`src/sv/csl_pkg.sv`:
```
// Shared constants, codes and interface structs of the sparse matrix lookup block.
package csl_pkg;

    // Store capacity.
    localparam int MAX_ROWS    = 256;
    localparam int MAX_ENTRIES = 1024;

    // Derived widths: addresses, and counts that can hold the capacity itself.
    localparam int ROW_AW = $clog2(MAX_ROWS);
    localparam int ENT_AW = $clog2(MAX_ENTRIES);
    localparam int RC_W   = $clog2(MAX_ROWS + 1);
    localparam int EC_W   = $clog2(MAX_ENTRIES + 1);

    // Fixed field widths of the beats.
    localparam int KEY_W = 32;
    localparam int VAL_W = 64;
    localparam int OFF_W = 11;

    // Command codes of an input beat.
    typedef enum logic [1:0] {
        OP_CLEAR  = 2'd0,
        OP_APPEND = 2'd1,
        OP_GLOBAL = 2'd2,
        OP_LOCAL  = 2'd3
    } op_t;

    // Kinds of result that the datapath can post.
    typedef enum logic [2:0] {
        RES_CLEAR   = 3'd0,
        RES_STORED  = 3'd1,
        RES_FULL    = 3'd2,
        RES_INVALID = 3'd3,
        RES_FOUND   = 3'd4,
        RES_MISSING = 3'd5
    } res_t;

    // Commands from the controller to the datapath.
    typedef struct packed {
        logic load;
        logic clear;
        logic append;
        logic row_begin;
        logic row_step;
        logic sel_local;
        logic sel_hit;
        logic ofs_hi_rd;
        logic ofs_cap;
        logic col_step;
        logic finish;
        res_t res_code;
    } dp_cmd_t;

    // Status from the datapath to the controller.
    typedef struct packed {
        op_t  op;
        logic key_zero;
        logic local_oob;
        logic full;
        logic rows_empty;
        logic row_hit;
        logic row_done;
        logic col_hit;
        logic col_done;
    } dp_status_t;

endpackage

```
`src/sv/csl_ctrl.sv`:
```
// Controller state machine of the sparse matrix lookup.
module csl_ctrl (
    input  logic                 clk,
    input  logic                 rst_n,
    input  logic                 start,
    input  csl_pkg::dp_status_t  status,
    output csl_pkg::dp_cmd_t     cmd,
    output logic                 busy
);

    typedef enum logic [6:0] {
        S_IDLE     = 7'b0000001,
        S_DECODE   = 7'b0000010,
        S_ROW_SCAN = 7'b0000100,
        S_OFS_LO   = 7'b0001000,
        S_OFS_HI   = 7'b0010000,
        S_OFS_CAP  = 7'b0100000,
        S_COL_SCAN = 7'b1000000
    } state_t;

    state_t state_reg;
    state_t state_next;

    // State register.
    always_ff @(posedge clk or negedge rst_n)
    begin
        if (!rst_n)
        begin
            state_reg <= S_IDLE;
        end
        else
        begin
            state_reg <= state_next;
        end
    end

    // Next state and datapath commands.
    always_comb
    begin
        state_next = state_reg;
        cmd        = '0;
        case (state_reg)
            S_IDLE:
            begin
                if (start)
                begin
                    cmd.load   = 1'b1;
                    state_next = S_DECODE;
                end
            end
            S_DECODE:
            begin
                state_next = S_IDLE;
                case (status.op)
                    csl_pkg::OP_CLEAR:
                    begin
                        cmd.clear    = 1'b1;
                        cmd.finish   = 1'b1;
                        cmd.res_code = csl_pkg::RES_CLEAR;
                    end
                    csl_pkg::OP_APPEND:
                    begin
                        cmd.finish = 1'b1;
                        if (status.full)
                        begin
                            cmd.res_code = csl_pkg::RES_FULL;
                        end
                        else
                        begin
                            cmd.append   = 1'b1;
                            cmd.res_code = csl_pkg::RES_STORED;
                        end
                    end
                    csl_pkg::OP_LOCAL:
                    begin
                        if (status.key_zero || status.local_oob)
                        begin
                            cmd.finish   = 1'b1;
                            cmd.res_code = csl_pkg::RES_INVALID;
                        end
                        else
                        begin
                            cmd.sel_local = 1'b1;
                            state_next    = S_OFS_LO;
                        end
                    end
                    csl_pkg::OP_GLOBAL:
                    begin
                        if (status.key_zero || status.rows_empty)
                        begin
                            cmd.finish   = 1'b1;
                            cmd.res_code = csl_pkg::RES_INVALID;
                        end
                        else
                        begin
                            cmd.row_begin = 1'b1;
                            state_next    = S_ROW_SCAN;
                        end
                    end
                    default:
                    begin
                        cmd.finish   = 1'b1;
                        cmd.res_code = csl_pkg::RES_INVALID;
                    end
                endcase
            end
            S_ROW_SCAN:
            begin
                cmd.row_step = 1'b1;
                if (status.row_hit)
                begin
                    cmd.sel_hit = 1'b1;
                    state_next  = S_OFS_LO;
                end
                else if (status.row_done)
                begin
                    cmd.finish   = 1'b1;
                    cmd.res_code = csl_pkg::RES_INVALID;
                    state_next   = S_IDLE;
                end
            end
            S_OFS_LO:
            begin
                state_next = S_OFS_HI;
            end
            S_OFS_HI:
            begin
                cmd.ofs_hi_rd = 1'b1;
                state_next    = S_OFS_CAP;
            end
            S_OFS_CAP:
            begin
                cmd.ofs_cap = 1'b1;
                state_next  = S_COL_SCAN;
            end
            S_COL_SCAN:
            begin
                cmd.col_step = 1'b1;
                if (status.col_hit)
                begin
                    cmd.finish   = 1'b1;
                    cmd.res_code = csl_pkg::RES_FOUND;
                    state_next   = S_IDLE;
                end
                else if (status.col_done)
                begin
                    cmd.finish   = 1'b1;
                    cmd.res_code = csl_pkg::RES_MISSING;
                    state_next   = S_IDLE;
                end
            end
            default:
            begin
                state_next = S_IDLE;
            end
        endcase
    end

    assign busy = (state_reg != S_IDLE);

endmodule

```
`config.mk`:
```
export PLATFORM = sky130hd
export DESIGN_NAME = csl_ctrl
export DESIGN_NICKNAME = d
export VERILOG_FILES = /design/src/sv/csl_pkg.sv /design/src/sv/csl_ctrl.sv
export SDC_FILE = /design/constraint.sdc
export NUM_CORES = 1
export LEC_CHECK = 0
export ABC_AREA = 1
export BUFFER_PORTS_ARGS = -buffer_cell sky130_fd_sc_hd__clkbuf_2
export CAP_MARGIN = 20
export CORE_MARGIN = 8
export CORE_UTILIZATION = 40
export DETAILED_ROUTE_END_ITERATION = 12
export GPL_ROUTABILITY_DRIVEN = 1
export PLACE_DENSITY = 0.69
export SLEW_MARGIN = 40
export SYNTH_ARGS = -nofsm -noshare
export SYNTH_HDL_FRONTEND = slang
export SYNTH_SLANG_ARGS = --single-unit
export TNS_END_PERCENT = 10
```
`constraint.sdc`:
```
create_clock -name clk -period 1.85 [get_ports clk]
set_clock_uncertainty 0.1 [all_clocks]
set_input_delay 0.185 -clock clk [delete_from_list [all_inputs] [get_ports clk]]
set_output_delay 0.185 -clock clk [all_outputs]
set_load 0.05 [all_outputs]
```
## After elaboration in Yosys (flattened, before gate mapping)

Index checks and enable logic that the tools add are counted.

- Eq/ne operators: 14
- Muxes and demuxes: 35
- Reduce and logical (&&, ||, !) cells: 4

Operator list:

| operator | count |
|---|---|
| one-hot mux 7 bit (7 select lines) | 1 |
| two-way mux 7 bit | 5 |
| two-way mux 4 bit | 7 |
| two-way mux 1 bit | 16 |
| one-hot mux 4 bit (4 select lines) | 1 |
| one-hot mux 7 bit (2 select lines) | 1 |
| one-hot mux 4 bit (3 select lines) | 1 |
| == test 7 x 1 -> 1 bit, second input constant | 1 |
| == test 7 x 2 -> 1 bit, second input constant | 1 |
| == test 7 x 3 -> 1 bit, second input constant | 1 |
| == test 7 x 4 -> 1 bit, second input constant | 1 |
| == test 7 x 5 -> 1 bit, second input constant | 1 |
| == test 7 x 6 -> 1 bit, second input constant | 1 |
| == test 7 bit, second input constant | 1 |
| inequality test 7 x 1 -> 1 bit, second input constant | 1 |
| two-way mux 3 bit | 2 |
| inequality test 3 bit, second input constant | 2 |
| == test 2 bit, second input constant | 2 |
| AND reduction 3 bit | 1 |
| == test 2 x 1 -> 1 bit, second input constant | 1 |
| zero test 2 bit | 1 |
| logical OR 1 bit | 2 |
| two-way mux 2 bit | 1 |
| inequality test 2 bit, second input constant | 1 |

- Register bits after elaboration: 7
- Output and inout port bits: 15
- Word-level logic and storage cells: 54

## Logic depth before layout (Yosys ltp)

- Depth in word-level cells: 4
- Depth in mapped cells: 10
- Gate-level depth less buffers: 10

## Worst setup path after synthesis

No wires, ideal clock.

- Path type: reg2out
- Start point: reg state_reg[2]
- End point: out cmd[12] (netlist name)
- Data arrival time: 1.924 ns
- Slack: -0.359 ns
- Cell stages (with the launch flop): 6
- Buffers on the path: 0
- Cells stage by stage: dfrtp_1 nor2_4 nand2_2 nor2_4 inv_1 nor3_1

RTL lines:

| what | RTL line | RTL |
|---|---|---|
| start, declared | csl_ctrl.sv:21 | `state_t state_reg;` |
| start signal, assigned | csl_ctrl.sv:33 | `state_reg <= state_next;` |
| end, declared | csl_ctrl.sv:7 | `output csl_pkg::dp_cmd_t cmd,` |

==> impl_metrics.prom <==
# TYPE chip_impl_metric gauge
chip_impl_metric{name="largest_register_ffs",unit=""} 7
chip_impl_metric{name="proportion_of_layout_cells_with_a_drive_suffix_above_1",unit="%"} 44.5
chip_impl_info{name="synthFlopType",value="sky130_fd_sc_hd__dfrtp_1"} 1
chip_impl_metric{name="cts.clk_slew.worst_paths",unit="ns"} 0.05
chip_impl_info{name="critical-path-top-cell-by-count",value="sky130_fd_sc_hd__nor2_4"} 1
chip_impl_metric{name="yosysWarnings",unit=""} 0
chip_impl_info{name="critPathLaunchType",value="flip-flop"} 1
chip_impl_metric{name="grt_pass1_vias",unit=""} 652
chip_impl_metric{name="netlist_instances",unit=""} 103
chip_impl_info{name="setup_repair_after_global_routing_missed_its_margin",value="yes"} 1
chip_impl_metric{name="finalCoreUtilization",unit="%"} 62.1
chip_impl_metric{name="gpl.final_weighted_congestion",unit=""} 0.815
chip_impl_info{name="synth_top_family_by_area",value="simple AND/OR/NAND/NOR gates"} 1
chip_impl_metric{name="timing.final.ws_setup",unit="ns"} -0.000374
chip_impl_metric{name="period_minus_slack",unit="ns"} 1.85
chip_impl_info{name="synth.cells.most_frequent",value="sky130_fd_sc_hd__nand2_1 (21), sky130_fd_sc_hd__nor2_1 (20), sky130_fd_sc_hd__inv_1 (19), sky130_fd_sc_hd__nand3_1 (7), sky130_fd_sc_hd__dfrtp_1 (6)"} 1
chip_impl_info{name="violations",value="setup timing"} 1
chip_impl_metric{name="synth_fa_ha_area_share",unit="%"} 0
chip_impl_info{name="capturing_element_type_of_the_critical_path",value="output pin"} 1
chip_impl_metric{name="register_area",unit="sq um"} 178
chip_impl_info{name="post-synth-top-count-cell",value="sky130_fd_sc_hd__nand2_1"} 1
chip_impl_metric{name="muxShareOfSynthArea",unit="%"} 0
chip_impl_metric{name="die_h",unit="um"} 56.5
chip_impl_metric{name="via_per_inst",unit=""} 4.76
chip_impl_metric{name="cts_max_path_buffers",unit=""} 2
chip_impl_info{name="clockRootBuffer",value="sky130_fd_sc_hd__clkbuf_4"} 1
chip_impl_metric{name="grt_first_pass_wirelength",unit="mm"} 2.88
chip_impl_metric{name="syn_nets",unit=""} 116
chip_impl_metric{name="final-hold-violation-count",unit=""} 0
chip_impl_metric{name="final-setup-viol-count",unit=""} 1
chip_impl_info{name="min_path_type",value="primary input to flip-flop"} 1
chip_impl_info{name="post_synth_main_area_contributors",value="sky130_fd_sc_hd__dfrtp_1 (23%), sky130_fd_sc_hd__nand2_1 (12%), sky130_fd_sc_hd__nor2_1 (11%)"} 1
chip_impl_metric{name="drt_first_pass_iters",unit=""} 4
chip_impl_metric{name="port-buffer-count",unit=""} 27
chip_impl_metric{name="area_growth_syn_to_layout",unit="%"} 44.0
chip_impl_metric{name="synth_sequential_area_ratio",unit="%"} 26.9
chip_impl_metric{name="fp.dieW",unit="um"} 56.5
chip_impl_info{name="worstSetupPathType",value="flip-flop to output pin"} 1
chip_impl_metric{name="hpwl",unit="mm"} 1.46
chip_impl_metric{name="avgSynthCellArea",unit="sq um"} 6.38
chip_impl_metric{name="final_nets",unit=""} 151
chip_impl_metric{name="total_power",unit="uW"} 876
chip_impl_metric{name="placementRows",unit=""} 14
chip_impl_metric{name="clock_insertion_delay_worst_skew",unit="ns"} 0.25
chip_impl_metric{name="drt_iter0_markers",unit=""} 10
chip_impl_metric{name="timing.critical_path.fanout_max",unit=""} 5
chip_impl_metric{name="relSlewSlack",unit="%"} 80.8
chip_impl_metric{name="synth.distinct_cells",unit=""} 19
chip_impl_metric{name="clock_tree.htree_level_count",unit=""} 1
chip_impl_metric{name="initial_utilization",unit="%"} 43.1
chip_impl_info{name="crit_path_top_delay_cell",value="sky130_fd_sc_hd__dfrtp_2"} 1
chip_impl_metric{name="final_min_period_over_clock_period",unit="%"} 100
chip_impl_info{name="yosysTopAreaCell",value="sky130_fd_sc_hd__dfrtp_1"} 1
chip_impl_metric{name="timing.hold.ws",unit="ns"} 0.0737
chip_impl_metric{name="cp_data_arrival_time",unit="ns"} 1.57
chip_impl_metric{name="maxSlewViolCount",unit=""} 0
chip_impl_metric{name="synth-xor-area-share",unit="%"} 0
chip_impl_metric{name="nFillCells",unit=""} 144
chip_impl_metric{name="ant_nets",unit=""} 0
chip_impl_info{name="path_cells",value="nor2_4, nand2_2, nor2_4, inv_2, nor3_4, buf_6"} 1
chip_impl_metric{name="tightest_slew",unit="ns"} 0.289
chip_impl_metric{name="synthesized_area",unit="sq um"} 657
chip_impl_metric{name="overall_die_area",unit="sq mm"} 0.00320
chip_impl_info{name="hp-start",value="status[2]"} 1
chip_impl_metric{name="post_synth_simple_gate_area",unit="%"} 56.4
chip_impl_metric{name="postRouteWirelength",unit="mm"} 1.86
chip_impl_metric{name="core_region_area",unit="sq mm"} 0.00152
chip_impl_info{name="tritoncts_clock_tree",value="yes"} 1
chip_impl_info{name="worst_setup_path_startpoint",value="state_reg[2]"} 1
chip_impl_metric{name="tritoncts_num_sinks",unit=""} 7
chip_impl_metric{name="synth_seq_cells",unit=""} 7
chip_impl_metric{name="grt.overflow.total",unit=""} 0
chip_impl_metric{name="synth_enable_flop_cells",unit=""} 0
chip_impl_metric{name="achievable-frequency",unit="GHz"} 0.540
chip_impl_metric{name="route.vias.total",unit=""} 729
chip_impl_info{name="critical_path.reg2reg.startpoint",value="state_reg[2]"} 1
chip_impl_metric{name="leakage",unit="nW"} 0.526
chip_impl_metric{name="track_usage",unit="%"} 11.0
chip_impl_metric{name="drc",unit=""} 0
chip_impl_metric{name="dp_worst_setup_slack",unit="ns"} 0.207
chip_impl_metric{name="pwrdens",unit="mW/mm^2"} 926
chip_impl_info{name="status",value="finished with violations"} 1
chip_impl_metric{name="cp.required",unit="ns"} 1.56
chip_impl_metric{name="tritoncts.num_buffers",unit=""} 3
chip_impl_metric{name="worst_path_largest_cell_delay",unit="ns"} 0.44
chip_impl_metric{name="max_cap_viol_count",unit=""} 0
chip_impl_metric{name="ir_drop",unit="mV"} 0.535
chip_impl_metric{name="antenna-diode-count",unit=""} 0
chip_impl_metric{name="antenna_found_initial",unit=""} 0
chip_impl_metric{name="top_level_port_count",unit=""} 28
chip_impl_metric{name="multi_input_logic_area",unit="sq um"} 429
chip_impl_metric{name="share_of_the_synthesized_area_in_the_top_cell_type",unit="%"} 22.9
chip_impl_metric{name="drt-wirelength-per-cell",unit="um"} 12.1
chip_impl_metric{name="async_flop_share",unit="%"} 100
chip_impl_metric{name="grt_max_degree",unit=""} 8
chip_impl_metric{name="synth-compound-area-share",unit="%"} 4.19
report_power, final:
part	total, mW	internal (mW)	switching (mW)
Clock	0.142	0.0825	0.0596
Combinational	0.523	0.179	0.344
Sequential	0.211	0.182	0.0289
Total	0.876	0.444	0.432
critical path: cells and delay by family (launching register included):
family / cells / cell delay, ns
flip-flops: 1 / 0.44
AND/OR/NAND/NOR: 4 / 0.60
buffers and inverters: 2 / 0.27
worst paths after layout:
| check | to | slack [ns] | depth (start not counted) |
|---|---|---|---|
| setup / recovery | cmd[12] | -0.0004 | 6 |
| hold reg to reg | state_reg[0] | 0.48 | 4 |
| min in group asynchronous | state_reg[3] | 0.20 | 2 |
| hold / removal | state_reg[2] | 0.07 | 2 |
| max in group asynchronous | state_reg[0] | 1.21 | 2 |
| setup reg to reg | state_reg[0] | 0.46 | 10 |
layout make-up:
type / instances / area share [%]
Multi-Input combinational cell: 74 / 45.4
Timing Repair Buffer: 30 / 22.2
Sequential cell: 7 / 18.8
Inverter: 22 / 8.73
Clock buffer: 4 / 2.78
Tap cell: 16 / 2.12
logic make-up after synthesis:
logic type | Yosys count
buf+inv | 22
flops | 7
simple gates | 69
compound gates | 5
per-stage QoR:
step / TNS [ns] / instances / instance area (sq um)
after floorplan: -0.624 / 103 / 662
after global placement: 0 / 146 / 817
after detailed placement: 0 / 146 / 817
after CTS: 0 / 151 / 883
after global routing: -0.260 / 153 / 946
final: -0.000374 / 153 / 946
cells in the final DEF (no fill, tap or decap), types with 2 or more instances in the layout:
master,synthesis,layout
sky130_fd_sc_hd__buf_4,0,3
sky130_fd_sc_hd__buf_6,0,4
sky130_fd_sc_hd__buf_8,0,2
sky130_fd_sc_hd__clkbuf_2,0,18
sky130_fd_sc_hd__clkbuf_4,0,4
sky130_fd_sc_hd__dfrtp_1,6,5
sky130_fd_sc_hd__inv_1,19,16
sky130_fd_sc_hd__inv_2,3,6
sky130_fd_sc_hd__nand2_1,21,20
sky130_fd_sc_hd__nand2_2,3,3
sky130_fd_sc_hd__nand2_4,1,2
sky130_fd_sc_hd__nand3_1,7,6
sky130_fd_sc_hd__nand3_2,2,3
sky130_fd_sc_hd__nand3b_1,3,3
sky130_fd_sc_hd__nor2_1,20,19
sky130_fd_sc_hd__nor2_2,4,5
sky130_fd_sc_hd__nor2_4,5,5
sky130_fd_sc_hd__o21ai_0,2,2
repair_timing:
| action | CTS | global route |
|---|---|---|
| pin swaps | 0 | 7 |
| setup buffers | 0 | 2 |
| setup endpoints to repair | 7 | 11 |
| resized for setup | 9 | 24 |
| hold endpoints to repair | 7 | 0 |
| hold buffers | 1 | 0 |
layer usage:
layer | routed length [um] | track usage (%) | up-vias
met4 | 23 | 4.12 | 0
met5 | 0 | 0 | -
met1 | 765 | 11.9 | 326
met3 | 57 | 2.25 | 5
met2 | 1010 | 20.1 | 17
li1 | - | - | 381
Note: power is estimated with default switching activity, not from simulation.
